`config.mk`:
```
export PLATFORM = sky130hd
export DESIGN_NAME = lcg_xor_letter_decoder
export DESIGN_NICKNAME = d
export VERILOG_FILES = /design/src/rtl/lcgd_pkg.sv /design/src/rtl/lcgd_front.sv /design/src/rtl/lcgd_queue.sv /design/src/rtl/lcgd_back.sv /design/src/rtl/lcg_xor_letter_decoder.sv
export SDC_FILE = /design/constraint.sdc
export NUM_CORES = 2
export LEC_CHECK = 0
export ABC_AREA = 1
export BUFFER_PORTS_ARGS = -buffer_cell sky130_fd_sc_hd__clkbuf_2
export CAP_MARGIN = 5
export CORE_ASPECT_RATIO = 1.25
export CORE_MARGIN = 5
export CORE_UTILIZATION = 68
export CTS_BUF_LIST = sky130_fd_sc_hd__clkbuf_4 sky130_fd_sc_hd__clkbuf_8
export DETAILED_ROUTE_END_ITERATION = 10
export PLACE_DENSITY = 0.95
export SETUP_SLACK_MARGIN = 0.1
export SLEW_MARGIN = 20
export SYNTH_ARGS = -nofsm -noshare
export SYNTH_HDL_FRONTEND = slang
export SYNTH_HIERARCHICAL = 1
export SYNTH_SLANG_ARGS = --single-unit
```
`constraint.sdc`:
```
create_clock -name clk_i -period 17.5 [get_ports clk_i]
set_input_delay 3.5 -clock clk_i [delete_from_list [all_inputs] [get_ports clk_i]]
set_output_delay 3.5 -clock clk_i [all_outputs]
set_load 0.01 [all_outputs]
```
`src/rtl/lcgd_pkg.sv`:
```
// shared types and constants for the lcg xor letter decoder
// no dependencies; imported by every module of the block
`default_nettype none

package lcgd_pkg;

  // configuration register indexes
  localparam int unsigned CFG_IDX_W = 1;
  localparam logic [CFG_IDX_W-1:0] CFG_MULTIPLIER = 1'b0;
  localparam logic [CFG_IDX_W-1:0] CFG_INCREMENT  = 1'b1;

  localparam logic [31:0] MULT_RESET = 32'd16811;
  localparam logic [31:0] INCR_RESET = 32'd7;

  // generator modulus, 2^31 - 1
  localparam logic [31:0] LCG_MODULUS = 32'h7FFF_FFFF;

  // character codes
  localparam logic [7:0] CHAR_ZERO    = 8'h30;
  localparam logic [7:0] CHAR_UPPER_A = 8'h41;
  localparam logic [7:0] CHAR_UPPER_Z = 8'h5A;
  localparam logic [7:0] CHAR_LOWER_A = 8'h61;
  localparam logic [7:0] CHAR_LOWER_Z = 8'h7A;
  localparam logic [7:0] CHAR_SPACE   = 8'h20;
  localparam logic [7:0] CHAR_TAB     = 8'h09;
  localparam logic [7:0] CHAR_CR      = 8'h0D;
  localparam logic [7:0] PAIR_RADIX   = 8'd10;

  // decoupling queue depth, at least two for full rate
  localparam int unsigned QUEUE_DEPTH = 2;

  typedef enum logic [1:0] {
    TOK_NONE,
    TOK_SEED,
    TOK_DATA
  } tok_kind_e;

  // one classified item handed from front to back
  typedef struct packed {
    tok_kind_e  kind;
    logic [7:0] byte_val;
    logic       corrupt;
    logic       last;
  } token_t;

  typedef struct packed {
    logic full;
    logic empty;
  } queue_stat_t;

  typedef struct packed {
    logic                 valid;
    logic [CFG_IDX_W-1:0] index;
    logic [31:0]          data;
  } cfg_wr_t;

endpackage

`default_nettype wire

```
`src/rtl/lcgd_front.sv`:
```
// front part: accepts characters, pairs digits, tracks the seed and emits tokens
// depends on lcgd_pkg
`default_nettype none

module lcgd_front
  import lcgd_pkg::*;
(
  input  wire logic        clk_i,
  input  wire logic        rst_ni,
  input  wire logic        in_valid_i,
  input  wire logic [7:0]  char_code_i,
  input  wire logic        end_of_message_i,
  input  wire queue_stat_t q_stat_i,
  output      logic        in_stall_o,
  output      logic        push_o,
  output      token_t      token_o
);

  logic       seed_taken_q, seed_taken_d;
  logic       pend_q, pend_d;
  logic [7:0] low_q, low_d;
  logic       accept;

  assign in_stall_o = q_stat_i.full;
  assign accept     = in_valid_i && !q_stat_i.full;

  always_comb begin
    logic       blank;
    logic       letter;
    logic       dec;
    logic       corrupt;
    logic [7:0] b;
    logic [7:0] diff;
    logic [7:0] hi_part;

    blank   = (char_code_i == CHAR_SPACE) ||
              (char_code_i >= CHAR_TAB && char_code_i <= CHAR_CR);
    letter  = (char_code_i >= CHAR_UPPER_A && char_code_i <= CHAR_UPPER_Z) ||
              (char_code_i >= CHAR_LOWER_A && char_code_i <= CHAR_LOWER_Z);
    diff    = char_code_i - CHAR_UPPER_A;
    hi_part = diff * PAIR_RADIX;
    dec     = 1'b0;
    corrupt = 1'b0;
    b       = char_code_i;
    pend_d  = pend_q;
    low_d   = low_q;

    if (!blank) begin
      if (pend_q) begin
        b      = low_q + hi_part;
        dec    = 1'b1;
        pend_d = 1'b0;
        low_d  = '0;
      end else if (letter) begin
        b   = char_code_i;
        dec = 1'b1;
      end else begin
        low_d  = char_code_i - CHAR_ZERO;
        pend_d = 1'b1;
      end
    end

    // message closes inside a pair: partial byte is emitted and flagged corrupt
    if (end_of_message_i && pend_d) begin
      b       = low_d;
      dec     = 1'b1;
      corrupt = 1'b1;
      pend_d  = 1'b0;
    end

    seed_taken_d = seed_taken_q || dec;
    if (end_of_message_i) begin
      seed_taken_d = 1'b0;
      pend_d       = 1'b0;
      low_d        = '0;
    end

    if (!dec) begin
      token_o.kind = TOK_NONE;
    end else if (!seed_taken_q) begin
      token_o.kind = TOK_SEED;
    end else begin
      token_o.kind = TOK_DATA;
    end
    token_o.byte_val = b;
    token_o.corrupt  = corrupt;
    token_o.last     = end_of_message_i;

    push_o = accept && (dec || end_of_message_i);
  end

  always_ff @(posedge clk_i or negedge rst_ni) begin
    if (!rst_ni) begin
      seed_taken_q <= 1'b0;
      pend_q       <= 1'b0;
      low_q        <= '0;
    end else if (accept) begin
      seed_taken_q <= seed_taken_d;
      pend_q       <= pend_d;
      low_q        <= low_d;
    end
  end

endmodule

`default_nettype wire

```
`src/rtl/lcgd_queue.sv`:
```
// short token queue between the front and back parts
// depends on lcgd_pkg
`default_nettype none

module lcgd_queue
  import lcgd_pkg::*;
#(
  parameter int unsigned Depth = QUEUE_DEPTH
) (
  input  wire logic        clk_i,
  input  wire logic        rst_ni,
  input  wire logic        push_i,
  input  wire token_t      token_i,
  input  wire logic        pop_i,
  output      token_t      token_o,
  output      queue_stat_t stat_o
);

  localparam int unsigned PtrW = $clog2(Depth);
  localparam int unsigned CntW = $clog2(Depth + 1);
  localparam logic [PtrW-1:0] LastPtr = PtrW'(Depth - 1);
  localparam logic [CntW-1:0] FullCnt = CntW'(Depth);

  token_t          slots_q [Depth];
  logic [PtrW-1:0] wr_ptr_q, rd_ptr_q;
  logic [CntW-1:0] count_q;

  assign stat_o.full  = (count_q == FullCnt);
  assign stat_o.empty = (count_q == '0);
  assign token_o      = slots_q[rd_ptr_q];

  always_ff @(posedge clk_i) begin
    if (push_i) begin
      slots_q[wr_ptr_q] <= token_i;
    end
  end

  always_ff @(posedge clk_i or negedge rst_ni) begin
    if (!rst_ni) begin
      wr_ptr_q <= '0;
      rd_ptr_q <= '0;
      count_q  <= '0;
    end else begin
      if (push_i) begin
        wr_ptr_q <= (wr_ptr_q == LastPtr) ? '0 : wr_ptr_q + 1'b1;
      end
      if (pop_i) begin
        rd_ptr_q <= (rd_ptr_q == LastPtr) ? '0 : rd_ptr_q + 1'b1;
      end
      if (push_i && !pop_i) begin
        count_q <= count_q + 1'b1;
      end else if (pop_i && !push_i) begin
        count_q <= count_q - 1'b1;
      end
    end
  end

endmodule

`default_nettype wire

```
`src/rtl/lcgd_back.sv`:
```
// back part: generator state, xor of data bytes and the output register
// depends on lcgd_pkg
`default_nettype none

module lcgd_back
  import lcgd_pkg::*;
(
  input  wire logic        clk_i,
  input  wire logic        rst_ni,
  input  wire cfg_wr_t     cfg_i,
  input  wire token_t      token_i,
  input  wire queue_stat_t q_stat_i,
  output      logic        pop_o,
  input  wire logic        out_stall_i,
  output      logic        out_valid_o,
  output      logic [7:0]  plain_byte_o,
  output      logic        has_data_o,
  output      logic        corrupt_o,
  output      logic        last_of_message_o
);

  logic [31:0] mult_q, incr_q;
  logic [30:0] state_q;
  logic [30:0] state_next;
  logic        out_valid_q;
  logic        emits;

  // (a*state + c) mod 2^32, then mod 2^31-1 by folding the top bit
  always_comb begin
    logic [31:0] prod;
    logic [31:0] sum;
    logic [31:0] fold;
    prod = mult_q * {1'b0, state_q};
    sum  = prod + incr_q;
    fold = {1'b0, sum[30:0]} + {31'b0, sum[31]};
    if (fold >= LCG_MODULUS) begin
      fold = fold - LCG_MODULUS;
    end
    state_next = fold[30:0];
  end

  assign pop_o = !q_stat_i.empty && (!out_valid_q || !out_stall_i);
  assign emits = (token_i.kind == TOK_DATA) || token_i.last;
  assign out_valid_o = out_valid_q;

  always_ff @(posedge clk_i or negedge rst_ni) begin
    if (!rst_ni) begin
      mult_q <= MULT_RESET;
      incr_q <= INCR_RESET;
    end else if (cfg_i.valid) begin
      unique case (cfg_i.index)
        CFG_MULTIPLIER: mult_q <= cfg_i.data;
        CFG_INCREMENT:  incr_q <= cfg_i.data;
        default: ;
      endcase
    end
  end

  always_ff @(posedge clk_i or negedge rst_ni) begin
    if (!rst_ni) begin
      state_q     <= '0;
      out_valid_q <= 1'b0;
    end else begin
      if (pop_o) begin
        if (token_i.last) begin
          state_q <= '0;
        end else if (token_i.kind == TOK_SEED) begin
          state_q <= {23'b0, token_i.byte_val};
        end else if (token_i.kind == TOK_DATA) begin
          state_q <= state_next;
        end
        out_valid_q <= emits;
      end else if (!out_stall_i) begin
        out_valid_q <= 1'b0;
      end
    end
  end

  always_ff @(posedge clk_i) begin
    if (pop_o && emits) begin
      has_data_o        <= (token_i.kind == TOK_DATA);
      plain_byte_o      <= (token_i.kind == TOK_DATA) ?
                           (token_i.byte_val ^ state_next[7:0]) : 8'h00;
      corrupt_o         <= token_i.corrupt;
      last_of_message_o <= token_i.last;
    end
  end

endmodule

`default_nettype wire

```
`src/rtl/lcg_xor_letter_decoder.sv`:
```
// top level of the lcg xor letter decoder: front, token queue and back part
// depends on lcgd_pkg, lcgd_front, lcgd_queue, lcgd_back
//
//   channel | direction | handshake                  | payload
//   --------+-----------+----------------------------+----------------------------------
//   in      | input     | in_valid_i / in_stall_o    | char_code_i, end_of_message_i
//   out     | output    | out_valid_o / out_stall_i  | plain_byte_o, has_data_o,
//           |           |                            | corrupt_o, last_of_message_o
//   cfg     | input     | cfg_valid_i / cfg_ready_o  | cfg_index_i, cfg_data_i
//
// one character per cycle while out_stall_i is low; a result goes via the queue and output register
// the rate is set by the combinational generator update in the back part
//   (32x32 multiply, add, fold-and-subtract mod 2^31-1)
// reset restores multiplier 16811 and increment 7 and clears all message state
// in_stall_o rises only when the token queue is full, i.e. when the output is stalled
// cfg writes are always taken (cfg_ready_o tied high)
`default_nettype none

module lcg_xor_letter_decoder
  import lcgd_pkg::*;
#(
  parameter int unsigned QueueDepth = QUEUE_DEPTH
) (
  input  wire logic                 clk_i,
  input  wire logic                 rst_ni,
  // character transactions
  input  wire logic                 in_valid_i,
  output      logic                 in_stall_o,
  input  wire logic [7:0]           char_code_i,
  input  wire logic                 end_of_message_i,
  // result transactions
  output      logic                 out_valid_o,
  input  wire logic                 out_stall_i,
  output      logic [7:0]           plain_byte_o,
  output      logic                 has_data_o,
  output      logic                 corrupt_o,
  output      logic                 last_of_message_o,
  // register writes
  input  wire logic                 cfg_valid_i,
  output      logic                 cfg_ready_o,
  input  wire logic [CFG_IDX_W-1:0] cfg_index_i,
  input  wire logic [31:0]          cfg_data_i
);

  queue_stat_t q_stat;
  token_t      push_token;
  token_t      head_token;
  logic        push;
  logic        pop;
  cfg_wr_t     cfg_wr;

  assign cfg_ready_o  = 1'b1;
  assign cfg_wr.valid = cfg_valid_i;
  assign cfg_wr.index = cfg_index_i;
  assign cfg_wr.data  = cfg_data_i;

  // classify characters, resolve digit pairs and seed position
  lcgd_front u_front (
    .clk_i            (clk_i),
    .rst_ni           (rst_ni),
    .in_valid_i       (in_valid_i),
    .char_code_i      (char_code_i),
    .end_of_message_i (end_of_message_i),
    .q_stat_i         (q_stat),
    .in_stall_o       (in_stall_o),
    .push_o           (push),
    .token_o          (push_token)
  );

  // decouples front acceptance from output stalls
  lcgd_queue #(
    .Depth (QueueDepth)
  ) u_queue (
    .clk_i   (clk_i),
    .rst_ni  (rst_ni),
    .push_i  (push),
    .token_i (push_token),
    .pop_i   (pop),
    .token_o (head_token),
    .stat_o  (q_stat)
  );

  // generator update and output register
  lcgd_back u_back (
    .clk_i             (clk_i),
    .rst_ni            (rst_ni),
    .cfg_i             (cfg_wr),
    .token_i           (head_token),
    .q_stat_i          (q_stat),
    .pop_o             (pop),
    .out_stall_i       (out_stall_i),
    .out_valid_o       (out_valid_o),
    .plain_byte_o      (plain_byte_o),
    .has_data_o        (has_data_o),
    .corrupt_o         (corrupt_o),
    .last_of_message_o (last_of_message_o)
  );

`ifndef NO_ASSERTIONS
  // queue never written while full
  assert property (@(posedge clk_i) disable iff (!rst_ni) push |-> !q_stat.full)
    else $error("token queue overflow");

  // queue never read while empty
  assert property (@(posedge clk_i) disable iff (!rst_ni) pop |-> !q_stat.empty)
    else $error("token queue underflow");

  // a result without data is always a bare end marker
  assert property (@(posedge clk_i) disable iff (!rst_ni)
    (out_valid_o && !has_data_o) |-> (last_of_message_o && plain_byte_o == 8'h00))
    else $error("dataless result is not an end marker");

  // a corrupt result only closes a message
  assert property (@(posedge clk_i) disable iff (!rst_ni)
    (out_valid_o && corrupt_o) |-> last_of_message_o)
    else $error("corrupt flag outside end of message");
`endif

endmodule

`default_nettype wire
```
==> impl_results.md <==
- Outcome: finished clean
- Max Root-Sink Buffers: 2
- Ports: 61
- Slew @ Worst Pin: 1.07 ns
- Num CTS Buffers: 17
- Met1 WL: 26400 um
- Global-route wire length before repair: 129000 um
- R2R depth: 45
- GP Congestion: 1.01
- Setup CP Type: reg2reg
- Worst path arrival time: 11.00 ns
- Top cell type's share of synthesized area: 0.326
- Register area share after synthesis: 0.141
- Post-Synthesis Cells: 3709
- Row count: 81
- Final Max Slew Viols: 0
- Count of different cell masters after synthesis: 45
- Slew headroom: 0.283
- Via count: 23.5k
- Postcts setup bufs: 0
- Max-Cap Viols: 0
- Die area: 43800 um^2
- Port buffer count: 59
- CP max FO: 18
- Initial DRC count: 2212
- Mapped Nets: 4345
- # DRC: 0
- Reg clk slew, reported paths: 0.10 ns
- Peak Freq: 94.1 MHz
- Fin. Hold Viols: 0
- Avg WL per Cell: 18.9 um
- Clk_skew: 0.0144 ns
- Most used cell, CP: inv_1
- Post-synth EDFFs: 35
- Setup-failing EPs final: 0
- Pin count of the biggest net entering global routing: 65
- Final wirelength: 78900 um
- Mapped cell area: 27000 um^2
- Total GRT Usage: 0.376
- Tmin final: 10.62 ns
- Clock Latency Late Sink: 0.50 ns
- Nets@finish: 4306
- Routed vias/inst: 5.63
- Synth Flop Type: dfrtp_1
- Post-CTS Resized: 0
- Root Buffer: clkbuf_8
- Synth Warn #: 6
- Stages on the worst setup path: 45
- Final ANT Viol Nets: 0
- Area grow syn2layout: 3.54%
- Critical Path Start Type: flip-flop
- Worst path slowest cell: dfrtp_1
- Detailed Routing Iterations Pass 1: 6
- Async S/R FF share, synth: 0.759
- # H-tree levels: 4
- Fin crit share: 0.607
- Crit-path leading delay family: adder cells
- Delay of the slowest critical-path stage: 1.05 ns
- Clk sinks: 145
- Synth area leaders: fa_1 (33%), nand2_1 (16%), inv_1 (14%), dfrtp_1 (9.3%), ha_1 (6.9%)
- Core area: 39200 um^2
- Initial antenna violation count: 2
- Vias in the first global route: 25.4k
- Die height: 233 um
- Yosys top cell by area: fa_1
- Hold Path Depth: 2
- Ratio of cells with drive above 1 in the final layout: 0.0567
- RSZ-0062 raised after global routing: no
- Metal3 WL: 7080 um
- Top Layer Used: met5
- Data required time of the critical path: 17.88 ns
- Crit path capture type: flip-flop
- Hold Crit Class: reg2reg
- WL met2: 38800 um
- CTS tree: yes
- FF+latch count, synth: 145
- Die X: 188 um
- HPWL Detailed: 63000 um
- Setup TNS Final: 0 ns
- Hold Buf Count CTS: 0
- Total gr overflow: 0
- WP buf/inv: 10
- Initial Utilization: 0.689
- Average cell area after synthesis: 7.28 um^2
## worst paths after layout
check,start,end,slack [ns]
min in group asynchronous,rst_ni,u_back/mult_q[21],3.08
min,u_back/state_q[0],u_back/state_q[0],0.49
max in group asynchronous,rst_ni,u_back/mult_q[12],13.21
max reg2reg,u_back/mult_q[15],u_back/state_q[30],6.88
min reg2reg,u_back/state_q[0],u_back/state_q[0],0.49
max,u_back/mult_q[15],u_back/state_q[30],6.88
## cells by family (layout without fill, tap and decap cells)
| logic type | after synthesis | count (layout) | share of synthesized area |
|---|---|---|---|
| AND/OR/NAND/NOR | 1561 | 1561 | 0.238 |
| buffers and inverters | 1181 | 1155 | 0.165 |
| adder cells (fa/ha/maj) | 589 | 589 | 0.395 |
| flip-flops | 145 | 145 | 0.141 |
| AO/OA/AOI/OAI | 134 | 134 | 0.0253 |
| XOR/XNOR | 86 | 86 | 0.0282 |
| multiplexers | 12 | 12 | 0.00625 |
| other | 1 | 2 | 0.000139 |
## sequential cells by signal (all words and copies together), names as in the netlist
signal / count
u_queue/rd_ptr_q: 1
u_back/out_valid_o: 1
u_back/has_data_o: 1
u_front/pend_q: 1
u_queue/wr_ptr_q: 1
u_front/low_q: 8
u_queue/count_q: 2
u_back/state_q: 31
u_back/corrupt_o: 1
u_front/seed_taken_q: 1
u_back/incr_q: 32
u_back/plain_byte_o: 8
u_queue/slots_q: 24
u_back/mult_q: 32
u_back/last_of_message_o: 1
## cell usage after synthesis (3+ instances only)
cell and number:
o21ai_1 13, xor2_1 46, xnor2_1 39, nor3_1 13
inv_1 1029, ha_1 149, edfxtp_1 35, dfstp_2 10
inv_2 13, mux2_4 9, buf_2 5, clkbuf_1 109
nor2_1 162, nand3_1 116, and2_1 8, mux2_2 3
buf_4 6, fa_1 440, buf_1 15, nand2_2 19
o21ai_0 78, clkinv_1 3, a21oi_1 37, nand3b_1 10
nand3_2 3, dfrtp_1 100, nand2_4 3, nand2_1 1136
nor2_4 4, nand4_1 55, nor2_2 22
## worst register-to-register path: cells and delay by family, from the launching register on
| family | cells | cell delay (ns) |
|---|---|---|
| XOR/XNOR | 1 | 0.28 |
| AO/OA/AOI/OAI | 2 | 0.25 |
| flip-flops | 1 | 1.05 |
| adder cells (fa/ha/maj) | 11 | 5.00 |
| AND/OR/NAND/NOR | 21 | 3.08 |
| buffers and inverters | 10 | 0.90 |
## cell usage in the layout (no fill, tap or decap), types with 10 or more instances in the layout
| cell type | Yosys | final |
|---|---|---|
| a21oi_1 | 37 | 37 |
| buf_4 | 6 | 20 |
| clkbuf_2 | 0 | 58 |
| clkbuf_8 | 0 | 17 |
| dfrtp_1 | 100 | 96 |
| dfstp_2 | 10 | 10 |
| edfxtp_1 | 35 | 35 |
| fa_1 | 440 | 440 |
| ha_1 | 149 | 149 |
| inv_1 | 1029 | 1029 |
| inv_2 | 13 | 13 |
| nand2_1 | 1136 | 1134 |
| nand2_2 | 19 | 20 |
| nand3_1 | 116 | 116 |
| nand3b_1 | 10 | 10 |
| nand4_1 | 55 | 55 |
| nor2_1 | 162 | 162 |
| nor2_2 | 22 | 22 |
| nor3_1 | 13 | 13 |
| o21ai_0 | 78 | 78 |
| o21ai_1 | 13 | 12 |
| xnor2_1 | 39 | 39 |
| xor2_1 | 46 | 46 |
## final cells by class
class                      instances  area (um^2)
multi-input combinational       2383        18700
fill                            2870        11300
inverter                        1045         3920
sequential                       145         3820
tap                              498          623
timing repair buffer              78          440
clock buffer                      17          234
clock inverter                    15          185
antenna                            1         2.50
## per-layer routing
| metal | vias up | GRT usage |
|---|---|---|
| li1 | 10500 | - |
| met1 | 11200 | 0.424 |
| met2 | 1383 | 0.649 |
| met3 | 483 | 0.0680 |
| met4 | 2 | 0.255 |
| met5 | - | 0 |
## stage by stage
stage          setup slack, ns  cell area (um^2)  instances  hold slack (ns)  utilization
2_1_floorplan             8.27             27000       3709            0.449            -
3_3_place_gp              7.17             27500       4149            0.462        0.702
3_5_place_dp              6.81             27500       4149            0.466        0.702
4_1_cts                   6.83             28000       4181            0.491        0.713
5_1_grt                   6.03             28000       4182            0.507        0.713
6_report                  6.88             28000       4182            0.492        0.713
Power is left out: the tool's default activity adds up to more than one toggle a clock period on the data nets, which glitch-free logic cannot reach.
